===== config.mk =====
export PLATFORM = sky130hd
export DESIGN_NAME = quadrature_count_speed_meter
export DESIGN_NICKNAME = d
export VERILOG_FILES = /design/src/hw/rtl/qcsm_pkg.sv /design/src/hw/rtl/qcsm_mul.sv /design/src/hw/rtl/qcsm_div.sv /design/src/hw/rtl/quadrature_count_speed_meter.sv
export VERILOG_INCLUDE_DIRS = /design/src /design/src/hw/rtl
export SDC_FILE = /design/constraint.sdc
export NUM_CORES = 1
export LEC_CHECK = 0
export ABC_AREA = 1
export BUFFER_PORTS_ARGS = -buffer_cell sky130_fd_sc_hd__buf_4
export CORE_MARGIN = 10
export CORE_UTILIZATION = 40
export CTS_CLUSTER_SIZE = 14
export DETAILED_ROUTE_END_ITERATION = 12
export PLACE_DENSITY = 0.58
export SLEW_MARGIN = 20
export SYNTH_ARGS = -nofsm -noshare
export SYNTH_HDL_FRONTEND = slang
export SYNTH_SLANG_ARGS = --single-unit

===== constraint.sdc =====
create_clock -name i_clk -period 15.65 [get_ports i_clk]
set_input_delay 1.565 -clock i_clk [delete_from_list [all_inputs] [get_ports i_clk]]
set_output_delay 1.565 -clock i_clk [all_outputs]
set_load 0.05 [all_outputs]

===== src/hw/rtl/quadrature_count_speed_meter_macros.svh =====
// ----------------------------------------------------------------------------
// Assertion macros for the quadrature count and speed meter
// Concurrent checks that compile away when NO_ASSERTIONS is defined.
// ----------------------------------------------------------------------------
`ifndef QUADRATURE_COUNT_SPEED_METER_MACROS_SVH
`define QUADRATURE_COUNT_SPEED_METER_MACROS_SVH

`ifndef NO_ASSERTIONS
// same-cycle implication, held off during reset
`define QCSM_ASSERT_IMP(label, clk, rst_n, ante, cons) \
    label: assert property (@(posedge clk) disable iff (!rst_n) (ante) |-> (cons)) \
        else $error("qcsm: same-cycle check failed");
// next-cycle implication, held off during reset
`define QCSM_ASSERT_NXT(label, clk, rst_n, ante, cons) \
    label: assert property (@(posedge clk) disable iff (!rst_n) (ante) |=> (cons)) \
        else $error("qcsm: next-cycle check failed");
`else
`define QCSM_ASSERT_IMP(label, clk, rst_n, ante, cons)
`define QCSM_ASSERT_NXT(label, clk, rst_n, ante, cons)
`endif

`endif


===== src/hw/rtl/qcsm_pkg.sv =====
// ----------------------------------------------------------------------------
// qcsm_pkg
// Widths, register indexes and the quadrature transition decode shared by
// the count and speed meter files.
// ----------------------------------------------------------------------------
`timescale 1ns / 1ps
`default_nettype none

package qcsm_pkg;

    // field and datapath widths
    localparam int CNT_W       = 32;
    localparam int TS_W        = 32;
    localparam int RPM_SCALE_W = 28;
    localparam int DIST_TICK_W = 24;
    localparam int PROD_RPM_W  = CNT_W + RPM_SCALE_W;
    localparam int PROD_DIST_W = CNT_W + DIST_TICK_W;
    localparam int DIST_OUT_W  = 48;
    localparam int CFG_IDX_W   = 2;
    localparam int CFG_DATA_W  = RPM_SCALE_W;

    // configuration register indexes
    typedef logic [CFG_IDX_W-1:0] t_cfg_idx;
    localparam t_cfg_idx CFG_RPM_SCALE     = 2'd0;
    localparam t_cfg_idx CFG_DIST_PER_TICK = 2'd1;

    localparam logic [RPM_SCALE_W-1:0] RPM_SCALE_RESET = 28'd87771429;

    // transition codes: {previous A, previous B, current A, current B}
    localparam logic [3:0] TR_DEC_A = 4'b1101;
    localparam logic [3:0] TR_DEC_B = 4'b0100;
    localparam logic [3:0] TR_DEC_C = 4'b0010;
    localparam logic [3:0] TR_DEC_D = 4'b1011;
    localparam logic [3:0] TR_INC_A = 4'b1110;
    localparam logic [3:0] TR_INC_B = 4'b0111;
    localparam logic [3:0] TR_INC_C = 4'b0001;
    localparam logic [3:0] TR_INC_D = 4'b1000;

    typedef struct packed {
        logic dec;
        logic inc;
    } t_step;

    function automatic t_step tr_step(input logic [3:0] code);
        t_step s;
        s.dec = 1'b0;
        s.inc = 1'b0;
        case (code)
            TR_DEC_A, TR_DEC_B, TR_DEC_C, TR_DEC_D: s.dec = 1'b1;
            TR_INC_A, TR_INC_B, TR_INC_C, TR_INC_D: s.inc = 1'b1;
            default: s = '0;
        endcase
        return s;
    endfunction

endpackage

`default_nettype wire


===== src/hw/rtl/qcsm_mul.sv =====
// ----------------------------------------------------------------------------
// qcsm_mul
// Bit-serial shift-add multiplier: the pulse magnitude times both scale
// registers, one multiplier bit per cycle.
// ----------------------------------------------------------------------------
`timescale 1ns / 1ps
`default_nettype none

module qcsm_mul (
    input  logic                                i_clk,
    input  logic                                i_rst_n,
    input  logic                                i_start,
    input  logic [qcsm_pkg::CNT_W-1:0]          i_mag,
    input  logic [qcsm_pkg::RPM_SCALE_W-1:0]    i_scale,
    input  logic [qcsm_pkg::DIST_TICK_W-1:0]    i_dist,
    output logic                                o_done,
    output logic [qcsm_pkg::PROD_RPM_W-1:0]     o_prod_rpm,
    output logic [qcsm_pkg::PROD_DIST_W-1:0]    o_prod_dist
);
    import qcsm_pkg::*;

    localparam int STEP_W = $clog2(CNT_W);

    logic                   r_busy;
    logic                   r_done;
    logic [STEP_W-1:0]      r_cnt;
    logic [RPM_SCALE_W-1:0] r_hi_r;
    logic [CNT_W-1:0]       r_lo_r;
    logic [DIST_TICK_W-1:0] r_hi_d;
    logic [CNT_W-1:0]       r_lo_d;

    logic [RPM_SCALE_W:0]   sum_r;
    logic [DIST_TICK_W:0]   sum_d;

    // partial sums for the current multiplier bit
    always_comb begin
        sum_r = {1'b0, r_hi_r} + (r_lo_r[0] ? {1'b0, i_scale} : '0);
        sum_d = {1'b0, r_hi_d} + (r_lo_d[0] ? {1'b0, i_dist} : '0);
    end

    // control
    always_ff @(posedge i_clk) begin
        if (!i_rst_n) begin
            r_busy <= 1'b0;
            r_done <= 1'b0;
            r_cnt  <= '0;
        end else begin
            r_done <= 1'b0;
            if (i_start) begin
                r_busy <= 1'b1;
                r_cnt  <= STEP_W'(CNT_W - 1);
            end else if (r_busy) begin
                r_cnt <= r_cnt - 1'b1;
                if (r_cnt == '0) begin
                    r_busy <= 1'b0;
                    r_done <= 1'b1;
                end
            end
        end
    end

    // product shift registers
    always_ff @(posedge i_clk) begin
        if (i_start) begin
            r_hi_r <= '0;
            r_lo_r <= i_mag;
            r_hi_d <= '0;
            r_lo_d <= i_mag;
        end else if (r_busy) begin
            r_hi_r <= sum_r[RPM_SCALE_W:1];
            r_lo_r <= {sum_r[0], r_lo_r[CNT_W-1:1]};
            r_hi_d <= sum_d[DIST_TICK_W:1];
            r_lo_d <= {sum_d[0], r_lo_d[CNT_W-1:1]};
        end
    end

    assign o_done      = r_done;
    assign o_prod_rpm  = {r_hi_r, r_lo_r};
    assign o_prod_dist = {r_hi_d, r_lo_d};

endmodule

`default_nettype wire


===== src/hw/rtl/qcsm_div.sv =====
// ----------------------------------------------------------------------------
// qcsm_div
// Restoring divider, one quotient bit per cycle: scaled pulses over the
// elapsed microseconds.
// ----------------------------------------------------------------------------
`timescale 1ns / 1ps
`default_nettype none

module qcsm_div (
    input  logic                                i_clk,
    input  logic                                i_rst_n,
    input  logic                                i_start,
    input  logic [qcsm_pkg::PROD_RPM_W-1:0]     i_dividend,
    input  logic [qcsm_pkg::TS_W-1:0]           i_divisor,
    output logic                                o_done,
    output logic [qcsm_pkg::PROD_RPM_W-1:0]     o_quot
);
    import qcsm_pkg::*;

    localparam int STEP_W = $clog2(PROD_RPM_W);

    logic                  r_busy;
    logic                  r_done;
    logic [STEP_W-1:0]     r_cnt;
    logic [TS_W-1:0]       r_rem;
    logic [PROD_RPM_W-1:0] r_quo;

    logic [TS_W:0]         trial;
    logic [TS_W:0]         diff;
    logic                  fits;

    // trial subtract of the divisor from the shifted remainder
    always_comb begin
        trial = {r_rem, r_quo[PROD_RPM_W-1]};
        diff  = trial - {1'b0, i_divisor};
        fits  = (trial >= {1'b0, i_divisor});
    end

    // control
    always_ff @(posedge i_clk) begin
        if (!i_rst_n) begin
            r_busy <= 1'b0;
            r_done <= 1'b0;
            r_cnt  <= '0;
        end else begin
            r_done <= 1'b0;
            if (i_start) begin
                r_busy <= 1'b1;
                r_cnt  <= STEP_W'(PROD_RPM_W - 1);
            end else if (r_busy) begin
                r_cnt <= r_cnt - 1'b1;
                if (r_cnt == '0) begin
                    r_busy <= 1'b0;
                    r_done <= 1'b1;
                end
            end
        end
    end

    // remainder and dividend/quotient shift register
    always_ff @(posedge i_clk) begin
        if (i_start) begin
            r_rem <= '0;
            r_quo <= i_dividend;
        end else if (r_busy) begin
            r_rem <= fits ? diff[TS_W-1:0] : trial[TS_W-1:0];
            r_quo <= {r_quo[PROD_RPM_W-2:0], fits};
        end
    end

    assign o_done = r_done;
    assign o_quot = r_quo;

endmodule

`default_nettype wire


===== src/hw/rtl/quadrature_count_speed_meter.sv =====
// ----------------------------------------------------------------------------
// quadrature_count_speed_meter
// Quadrature tick counter for one wheel with speed (rpm, Q8) and distance
// (mm, Q16) reported on each update request.
//
//   channel   direction  handshake           payload
//   request   in         i_valid / o_ready   i_mode, i_enc_msb, i_enc_lsb,
//                                            i_timestamp_us
//   result    out        o_valid / i_ready   o_tick_count, o_speed_valid,
//                                            o_rpm_q8, o_distance_q16
//   config    in         i_cfg_wr_en         i_cfg_index, i_cfg_wdata
//
// An edge request enters the pending result on acceptance and moves to
// the output register from S_FIN. An update request runs the bit-serial
// multiplier 32 steps and, with nonzero elapsed time, the restoring
// divider 60 steps. One request is in work at a time; a new one is taken
// while the previous result waits on i_ready. A stalled result only holds
// the finish step. Reset is synchronous and needs no clearing pass.
// ----------------------------------------------------------------------------
`timescale 1ns / 1ps
`default_nettype none
`include "quadrature_count_speed_meter_macros.svh"

module quadrature_count_speed_meter (
    input  logic                                      i_clk,
    input  logic                                      i_rst_n,
    // request channel
    input  logic                                      i_valid,
    output logic                                      o_ready,
    input  logic                                      i_mode,
    input  logic                                      i_enc_msb,
    input  logic                                      i_enc_lsb,
    input  logic [qcsm_pkg::TS_W-1:0]                 i_timestamp_us,
    // result channel
    output logic                                      o_valid,
    input  logic                                      i_ready,
    output logic signed [qcsm_pkg::CNT_W-1:0]         o_tick_count,
    output logic                                      o_speed_valid,
    output logic signed [qcsm_pkg::CNT_W-1:0]         o_rpm_q8,
    output logic signed [qcsm_pkg::DIST_OUT_W-1:0]    o_distance_q16,
    // configuration
    input  logic                                      i_cfg_wr_en,
    input  logic [qcsm_pkg::CFG_IDX_W-1:0]            i_cfg_index,
    input  logic [qcsm_pkg::CFG_DATA_W-1:0]           i_cfg_wdata
);
    import qcsm_pkg::*;

    typedef enum logic [3:0] {
        S_IDLE = 4'b0001,
        S_MUL  = 4'b0010,
        S_DIV  = 4'b0100,
        S_FIN  = 4'b1000
    } t_state;

    t_state                 r_state;
    t_state                 n_state;

    logic [RPM_SCALE_W-1:0] r_rpm_scale;
    logic [DIST_TICK_W-1:0] r_dist_tick;

    logic [1:0]             r_last_code;
    logic [CNT_W-1:0]       r_tick_total;
    logic [CNT_W-1:0]       r_ticks_at_upd;
    logic [TS_W-1:0]        r_time_at_upd;

    logic                   r_neg;
    logic [TS_W-1:0]        r_dt;

    logic [CNT_W-1:0]       r_res_tick;
    logic                   r_res_speed;
    logic [CNT_W-1:0]       r_res_rpm;
    logic [DIST_OUT_W-1:0]  r_res_dist;

    logic                   r_out_valid;
    logic [CNT_W-1:0]       r_out_tick;
    logic                   r_out_speed;
    logic [CNT_W-1:0]       r_out_rpm;
    logic [DIST_OUT_W-1:0]  r_out_dist;

    logic                   accept;
    logic                   acc_edge;
    logic                   acc_upd;
    logic                   out_free;
    logic                   load_out;
    t_step                  step;
    logic [CNT_W-1:0]       tick_next;
    logic [CNT_W-1:0]       diff;
    logic [CNT_W-1:0]       mag;
    logic [TS_W-1:0]        dt;

    logic                   mul_done;
    logic [PROD_RPM_W-1:0]  prod_rpm;
    logic [PROD_DIST_W-1:0] prod_dist;
    logic                   div_start;
    logic                   div_done;
    logic [PROD_RPM_W-1:0]  quot;

    logic                   rpm_over;
    logic [CNT_W-1:0]       rpm_sat;
    logic                   dist_over;
    logic [DIST_OUT_W-1:0]  dist_sat;

    // request handshake and edge decode
    always_comb begin
        o_ready   = (r_state == S_IDLE);
        accept    = i_valid && o_ready;
        acc_edge  = accept && !i_mode;
        acc_upd   = accept && i_mode;
        step      = tr_step({r_last_code, i_enc_msb, i_enc_lsb});
        tick_next = step.inc ? r_tick_total + 1'b1 :
                    step.dec ? r_tick_total - 1'b1 : r_tick_total;
        diff      = r_tick_total - r_ticks_at_upd;
        mag       = diff[CNT_W-1] ? (~diff + 1'b1) : diff;
        dt        = i_timestamp_us - r_time_at_upd;
        out_free  = !r_out_valid || i_ready;
        load_out  = (r_state == S_FIN) && out_free;
        div_start = mul_done && (r_dt != '0);
    end

    // rpm: saturate the quotient to signed 32 bits
    always_comb begin
        if (r_neg) begin
            rpm_over = (|quot[PROD_RPM_W-1:CNT_W]) ||
                       (quot[CNT_W-1] && (|quot[CNT_W-2:0]));
            rpm_sat  = rpm_over ? {1'b1, {(CNT_W-1){1'b0}}} : (~quot[CNT_W-1:0] + 1'b1);
        end else begin
            rpm_over = |quot[PROD_RPM_W-1:CNT_W-1];
            rpm_sat  = rpm_over ? {1'b0, {(CNT_W-1){1'b1}}} : quot[CNT_W-1:0];
        end
    end

    // distance: saturate the product to signed 48 bits
    always_comb begin
        if (r_neg) begin
            dist_over = (|prod_dist[PROD_DIST_W-1:DIST_OUT_W]) ||
                        (prod_dist[DIST_OUT_W-1] && (|prod_dist[DIST_OUT_W-2:0]));
            dist_sat  = dist_over ? {1'b1, {(DIST_OUT_W-1){1'b0}}} :
                                    (~prod_dist[DIST_OUT_W-1:0] + 1'b1);
        end else begin
            dist_over = |prod_dist[PROD_DIST_W-1:DIST_OUT_W-1];
            dist_sat  = dist_over ? {1'b0, {(DIST_OUT_W-1){1'b1}}} :
                                    prod_dist[DIST_OUT_W-1:0];
        end
    end

    // sequencer
    always_comb begin
        n_state = r_state;
        case (r_state)
            S_IDLE: begin
                if (acc_edge) begin
                    n_state = S_FIN;
                end else if (acc_upd) begin
                    n_state = S_MUL;
                end
            end
            S_MUL: begin
                if (mul_done) begin
                    n_state = div_start ? S_DIV : S_FIN;
                end
            end
            S_DIV: begin
                if (div_done) begin
                    n_state = S_FIN;
                end
            end
            S_FIN: begin
                if (out_free) begin
                    n_state = S_IDLE;
                end
            end
            default: n_state = S_IDLE;
        endcase
    end

    // control state, configuration and counters
    always_ff @(posedge i_clk) begin
        if (!i_rst_n) begin
            r_state        <= S_IDLE;
            r_rpm_scale    <= RPM_SCALE_RESET;
            r_dist_tick    <= '0;
            r_last_code    <= '0;
            r_tick_total   <= '0;
            r_ticks_at_upd <= '0;
            r_time_at_upd  <= '0;
            r_out_valid    <= 1'b0;
        end else begin
            r_state <= n_state;
            if (i_cfg_wr_en) begin
                if (i_cfg_index == CFG_RPM_SCALE) begin
                    r_rpm_scale <= i_cfg_wdata;
                end else if (i_cfg_index == CFG_DIST_PER_TICK) begin
                    r_dist_tick <= i_cfg_wdata[DIST_TICK_W-1:0];
                end
            end
            if (acc_edge) begin
                r_last_code  <= {i_enc_msb, i_enc_lsb};
                r_tick_total <= tick_next;
            end
            if (acc_upd) begin
                r_ticks_at_upd <= r_tick_total;
                r_time_at_upd  <= i_timestamp_us;
            end
            if (load_out) begin
                r_out_valid <= 1'b1;
            end else if (i_ready) begin
                r_out_valid <= 1'b0;
            end
        end
    end

    // pending result and output register
    always_ff @(posedge i_clk) begin
        if (acc_edge) begin
            r_res_tick  <= tick_next;
            r_res_speed <= 1'b0;
            r_res_rpm   <= '0;
            r_res_dist  <= '0;
        end
        if (acc_upd) begin
            r_res_tick  <= r_tick_total;
            r_res_speed <= 1'b1;
            r_res_rpm   <= '0;
            r_neg       <= diff[CNT_W-1];
            r_dt        <= dt;
        end
        if (mul_done) begin
            r_res_dist <= dist_sat;
        end
        if (div_done) begin
            r_res_rpm <= rpm_sat;
        end
        if (load_out) begin
            r_out_tick  <= r_res_tick;
            r_out_speed <= r_res_speed;
            r_out_rpm   <= r_res_rpm;
            r_out_dist  <= r_res_dist;
        end
    end

    // scale products
    qcsm_mul u_mul (
        .i_clk       (i_clk),
        .i_rst_n     (i_rst_n),
        .i_start     (acc_upd),
        .i_mag       (mag),
        .i_scale     (r_rpm_scale),
        .i_dist      (r_dist_tick),
        .o_done      (mul_done),
        .o_prod_rpm  (prod_rpm),
        .o_prod_dist (prod_dist)
    );

    // rpm division by elapsed time
    qcsm_div u_div (
        .i_clk      (i_clk),
        .i_rst_n    (i_rst_n),
        .i_start    (div_start),
        .i_dividend (prod_rpm),
        .i_divisor  (r_dt),
        .o_done     (div_done),
        .o_quot     (quot)
    );

    assign o_valid        = r_out_valid;
    assign o_tick_count   = $signed(r_out_tick);
    assign o_speed_valid  = r_out_speed;
    assign o_rpm_q8       = $signed(r_out_rpm);
    assign o_distance_q16 = $signed(r_out_dist);

    // checks
    `QCSM_ASSERT_NXT(a_edge_to_fin, i_clk, i_rst_n, acc_edge, r_state == S_FIN)
    `QCSM_ASSERT_IMP(a_mul_done_in_mul, i_clk, i_rst_n, mul_done, r_state == S_MUL)
    `QCSM_ASSERT_IMP(a_div_done_in_div, i_clk, i_rst_n, div_done, r_state == S_DIV)
    `QCSM_ASSERT_IMP(a_edge_result_zero, i_clk, i_rst_n, o_valid && !o_speed_valid, (o_rpm_q8 == '0) && (o_distance_q16 == '0))

endmodule

`default_nettype wire

Yosys cells after proc, flatten, opt, wreduce, memory -nomap -nowiden --
Cells that the tools add are included.
Cells by class: $add $sub $neg 12, $mul 0, divide/modulo/power cells 0, $lt $le $gt $ge 1, equality and inequality tests 17, shift-type cells 0, muxes and demuxes 48, bitwise logic cells 7, reduce and logical (&&, ||, !) cells 36
Operator list (count):
- 32-bit 2-to-1 mux | 16
- 48-bit 2-to-1 mux | 5
- 60-bit 2-to-1 mux | 2
- 32-bit by 1-bit adder with 32-bit output (second input constant) | 3
- 32-bit subtractor | 3
- 32-bit inverter | 2
- 48-bit by 1-bit adder with 48-bit output (second input constant) | 1
- 48-bit inverter | 1
- 47-bit OR reduction | 1
- 33-bit by 32-bit greater-or-equal comparator with 1-bit output | 1
- 32-bit nonzero test | 1
- 32-bit by 1-bit subtractor with 32-bit output (second input constant) | 1
- 31-bit OR reduction | 1
- 28-bit by 29-bit adder with 29-bit output | 1
- 29-bit OR reduction | 1
- 28-bit 2-to-1 mux | 1
- 28-bit OR reduction | 1
- 24-bit by 25-bit adder with 25-bit output | 1
- 24-bit 2-to-1 mux | 1
- 4-bit 2-to-1 mux | 6
- 4-bit == test (second input constant) | 5
- 4-bit one-hot mux with 4 select lines | 1
- 4-bit by 3-bit == test with 1-bit output (second input constant) | 3
- 1-bit 2-to-1 mux | 12
- 27 further kinds | 50
Storage, ports and cells: flip-flop bits (word level) 637, latch bits 0, memory bits (writable) 0, memory bits (read-only) 0, input bits 70, output and inout port bits 115, word-level logic and storage cells 152, memories 0

Logic depth before layout (Yosys ltp) --
depth in word-level cells 7, gate-level depth with buffers 22, depth with buffers taken out 22

Hierarchy --
From an unflattened synthesis, not the netlist that was laid out.
Unflattened totals: cells, all modules 5508, area, all modules 39636.8 um2
Modules (own cells, without submodules):
- quadrature_count_speed_meter | times used 1, cells each 3154, area an instance 24125.6 um2
- qcsm_mul | times used 1, cells each 1296, area an instance 8545.7 um2
- qcsm_div | times used 1, cells each 1058, area an instance 6965.4 um2

Worst setup path before layout --
OpenSTA, ideal clock, no wires.
path kind input to register, start point in i_ready, end point reg r_out_dist[0] (netlist: o_distance_q16[0]) (enable), data arrival time 12.207 ns, data required time 14.787 ns, setup slack 2.581 ns, cell stages on the path 2, cells stage by stage nor2_1 nor4_1
Between the ends: word-level cells in the longest chain between the ends 2
RTL lines:
- start: declaration | RTL line quadrature_count_speed_meter.sv:36 | input logic i_ready,
- 1-bit logical OR | RTL line quadrature_count_speed_meter.sv:115 | out_free = !r_out_valid || i_ready;
- 1-bit logical AND | RTL line quadrature_count_speed_meter.sv:116 | load_out = (r_state == S_FIN) && out_free;
- net load_out | RTL line quadrature_count_speed_meter.sv:84 | logic load_out;
- end signal: assignment | RTL line quadrature_count_speed_meter.sv:237 | r_out_dist <= r_res_dist;
- end: declaration | RTL line quadrature_count_speed_meter.sv:78 | logic [DIST_OUT_W-1:0] r_out_dist;
The timed path passes the listed nets, and every way through them passes these cells. A chain may end at the register's enable or synchronous reset.

Final worst setup path --
start point in i_valid, end point reg u_mul.r_hi_d[3]
Between the ends: word-level cells in the longest chain between the ends 2
RTL lines:
- start: declaration | RTL line quadrature_count_speed_meter.sv:28 | input logic i_valid,
- 1-bit logical AND | RTL line quadrature_count_speed_meter.sv:106 | accept = i_valid && o_ready;
- 1-bit logical AND | RTL line quadrature_count_speed_meter.sv:108 | acc_upd = accept && i_mode;
- end signal: assignment | RTL line qcsm_mul.sv:72 | r_hi_d <= sum_d[DIST_TICK_W:1];
- end: declaration | RTL line qcsm_mul.sv:29 | logic [DIST_TICK_W-1:0] r_hi_d;
Every way passes these cells.

==> implementation parameters <==
Parameter                              Value

Power and ir drop
  Internal power consumption    3.40 mW
  Static Leak    roughly 19 nW
  Clock network power share    0.332
  Peak supply drop    ~0.000074 V
  Combinational Power Share    0.268
  Part of the total power dissipated in sequential elements    0.400
  Net switching share of the total power    0.350
  Power density over the cells    roughly 120 mW/mm^2
  Switching power summed over all nets    about 1.8 mW

CTS
  CTS tree    yes
  Resize count post-CTS    0
  Library cell used as clock root buffer    clkbuf_16
  Post-CTS clock slew at the launch and capture registers of the worst setup and hold paths    roughly 0.060 ns
  Num Clock Sinks    between 600 and 700
  Latest clock arrival within the worst-skew pair    between 0.6 and 0.7 ns
  Total number of H-tree levels    3
  Post-CTS setup buffers    0
  Hold-fix buffer count after cts    0
  Buffer levels on the longest clock path    3
  Clock buffers created by TritonCTS    74

Route
  Number of routed nets with antenna violations    0
  Number of design-rule violations left by the first detailed-router iteration    between 2,000 and 2,500
  Met3 wirelength from detailed routing    5730 um
  Vias after detailed routing    32,860
  DRC viols    0
  Highest metal used    met4
  Met1 Routed Length    ~52,000 um
  Drt total wl    around 110,000 um
  Average wire per cell in the routed design    ~17 um
  Number of vias per cell    about 5.2
  First-pass DRT Iterations    5
  Met2 WL post-DR    about 50,000 um

Outcome
  Status    completed

Floorplanning
  Row cnt    between 100 and 150
  Die Height    about 330 um
  Initial Util    0.403
  Number of ports placed on the die boundary    185
  Floorplan Core Area    between 0.09 and 0.1 sq mm
  Die Outline Area    around 0.11 sq mm
  Width of the die    approximately 330 um

Setup path
  Path type of the worst setup path    in2reg
  Start point of the critical path    i_valid
  R2r startpoint    r_tick_total[21]
  Arrival @ worst endpoint    4.60 ns
  Worst Setup End Kind    register
  Critical path launch point type    input port
  CP Max Fanout    77
  Data required time at the worst endpoint    around 16 ns

Yosys
  Synth warn    0
  Seq/Total Area, Yosys    0.440
  Post-synthesis net count    between 5,000 and 6,000
  Netlist area before placement    between 0.03 and 0.04 sq mm
  Synth unique cells    56
  Number of flops mapped to enable cells by yosys    382
  Synth Register Bits    637
  Average footprint of a synthesized cell    ~7.6 sq um
  Share of flip-flops with an asynchronous set or reset after synthesis    0
  Most used flip-flop cell after synthesis    edfxtp_1
  Synthesized instance count    approximately 4,900

Global routing
  Number of global-route vias before repair    31,137
  Total routing resource utilization after global routing    0.201
  Initial antenna violation count    0
  Largest net degree at the start of global routing    82
  Gr ovfl total    0
  Wire length of the first global-routing pass    roughly 170,000 um

Placed design
  GP Congestion    0.940
  Port-buffer cells    about 180
  Pre-CTS setup slack    between 10 and 15 ns
  Half-perimeter wire length after placement    slightly above 80,000 um

Cells and area
  Share of cells above drive strength 1    0.0869
  Area added between synthesis and finish    13.2%
  Final net count    between 5,000 and 6,000
  Highest-count cells in the layout ignoring fill and taps    nand2_1, inv_1, o21ai_0
  Most common cell after layout, fill and taps aside    nand2_1
  Antenna diode count    0

STA
  Shortest clock period the worst path allows after layout    4.06 ns
  Count of final setup violators    0
  Worst Skew    ~0.028 ns
  Final count of hold timing violations    0
  Max transition margin    0.297
  Hold slack final    between 0.4 and 0.5 ns
  RSZ-0062 raised after global routing    false
  Final cycle utilization of the critical path    0.259
  Fin Setup TNS    0 ns
  Transition time at the pin with the least slew margin    ~1.0 ns
  Worst setup slack after layout    between 10 and 15 ns
  Maximum operating frequency    246 MHz
  Final max-slew violation count    0

Run
  Maximum Capacitance Violations    0

Worst hold path
  Startpoint of the most critical hold path    r_res_rpm[25]
  Min-Delay Path Class    reg2reg
[synthesized netlist by cell type, types with 19 or more instances]
master / instances / area [sq um]
ha_1: 155 / 1940
nand3_1: 262 / 1310
o21bai_1: 24 / 180
xor2_1: 118 / 1030
or2_2: 19 / 119
buf_2: 34 / 170
o21ai_0: 394 / 1970
nor4_1: 34 / 213
o211ai_1: 52 / 390
nand4_1: 61 / 382
nor2_1: 394 / 1480
xnor2_1: 41 / 359
o21ai_1: 19 / 95.1
clkbuf_1: 114 / 428
a21oi_1: 379 / 1900
edfxtp_1: 382 / 11500
nand2_2: 29 / 181
nor3_1: 77 / 385
nand2_1: 1247 / 4680
inv_1: 658 / 2470
dfxtp_1: 255 / 5100
nor2_2: 19 / 119
[state kept, by name, indices dropped and copies added, names as in the netlist, 32 cells and up]
name / flops
r_res_dist: 48
r_ticks_at_upd: 32
o_distance_q16: 48
u_div.r_rem: 32
o_rpm_q8: 32
u_mul.r_lo_d: 32
u_mul.r_lo_r: 32
o_tick_count: 32
r_tick_total: 32
r_time_at_upd: 32
r_dt: 32
u_div.o_quot: 60
r_res_tick: 32
r_res_rpm: 32
[final cells by class]
class | instances | area [sq um]
clock buffers | 93 | 1970
repair buffers | 215 | 1620
fillers | 9407 | 50800
clock inverters | 42 | 470
flip-flops and latches | 637 | 16600
multi-input cells | 3458 | 17900
inverters | 676 | 2540
well taps | 1254 | 1570
[worst max-delay path, cell delays in order]
cell and delay [ns]:
buf_4 0.09, inv_1 0.05, nor2_4 0.09, buf_4 0.47
inv_2 0.15, nor2_4 0.16, inv_6 0.18, nand2_4 0.11
buf_4 0.77, inv_1 0.49, a22oi_1 0.30, inv_1 0.05
[through the flow]
step,total power [mW],util,instances,cell area [sq um]
finish,5.23,0.456,6375,42700
global route,5.55,0.456,6375,42700
CTS,5.26,0.456,6374,42600
detailed placement,3.50,0.430,6239,40200
global placement,3.50,0.430,6239,40200
floorplan,3.10,-,4936,37700
[kinds of logic (layout without fill, tap and decap cells)]
family,after synthesis,count (layout),share of synthesized area
AO/OA/AOI/OAI,960,960,0.139
XOR/XNOR,159,159,0.0369
adder cells (fa/ha/maj),160,160,0.0541
buffers and inverters,841,1026,0.0860
flip-flops,637,637,0.440
AND/OR/NAND/NOR,2179,2179,0.245
[worst paths after layout]
| kind | to | slack (ns) | cells past startpoint |
|---|---|---|---|
| max | u_mul.r_hi_d[3] | 11.59 | 12 |
| min | o_rpm_q8[25] | 0.42 | 0 |
| max reg2reg | u_mul.r_lo_d[14] | 11.68 | 15 |
| min reg2reg | o_rpm_q8[25] | 0.42 | 0 |
[power by group through the flow]
stage	Combinational, mW	Clock [mW]	Sequential [mW]
global placement	1.37	0	2.13
finish	1.40	1.74	2.09
floorplan	1.02	0	2.07
detailed placement	1.38	0	2.13
global route	1.58	1.86	2.11
CTS	1.38	1.79	2.09
[layer usage]
metal,global-route usage,vias to the layer above
met2,0.324,865
met5,0,-
met3,0.0264,174
met1,0.280,15211
li1,-,16610
met4,0.0551,0
Note: power is estimated with default switching activity, not from simulation.
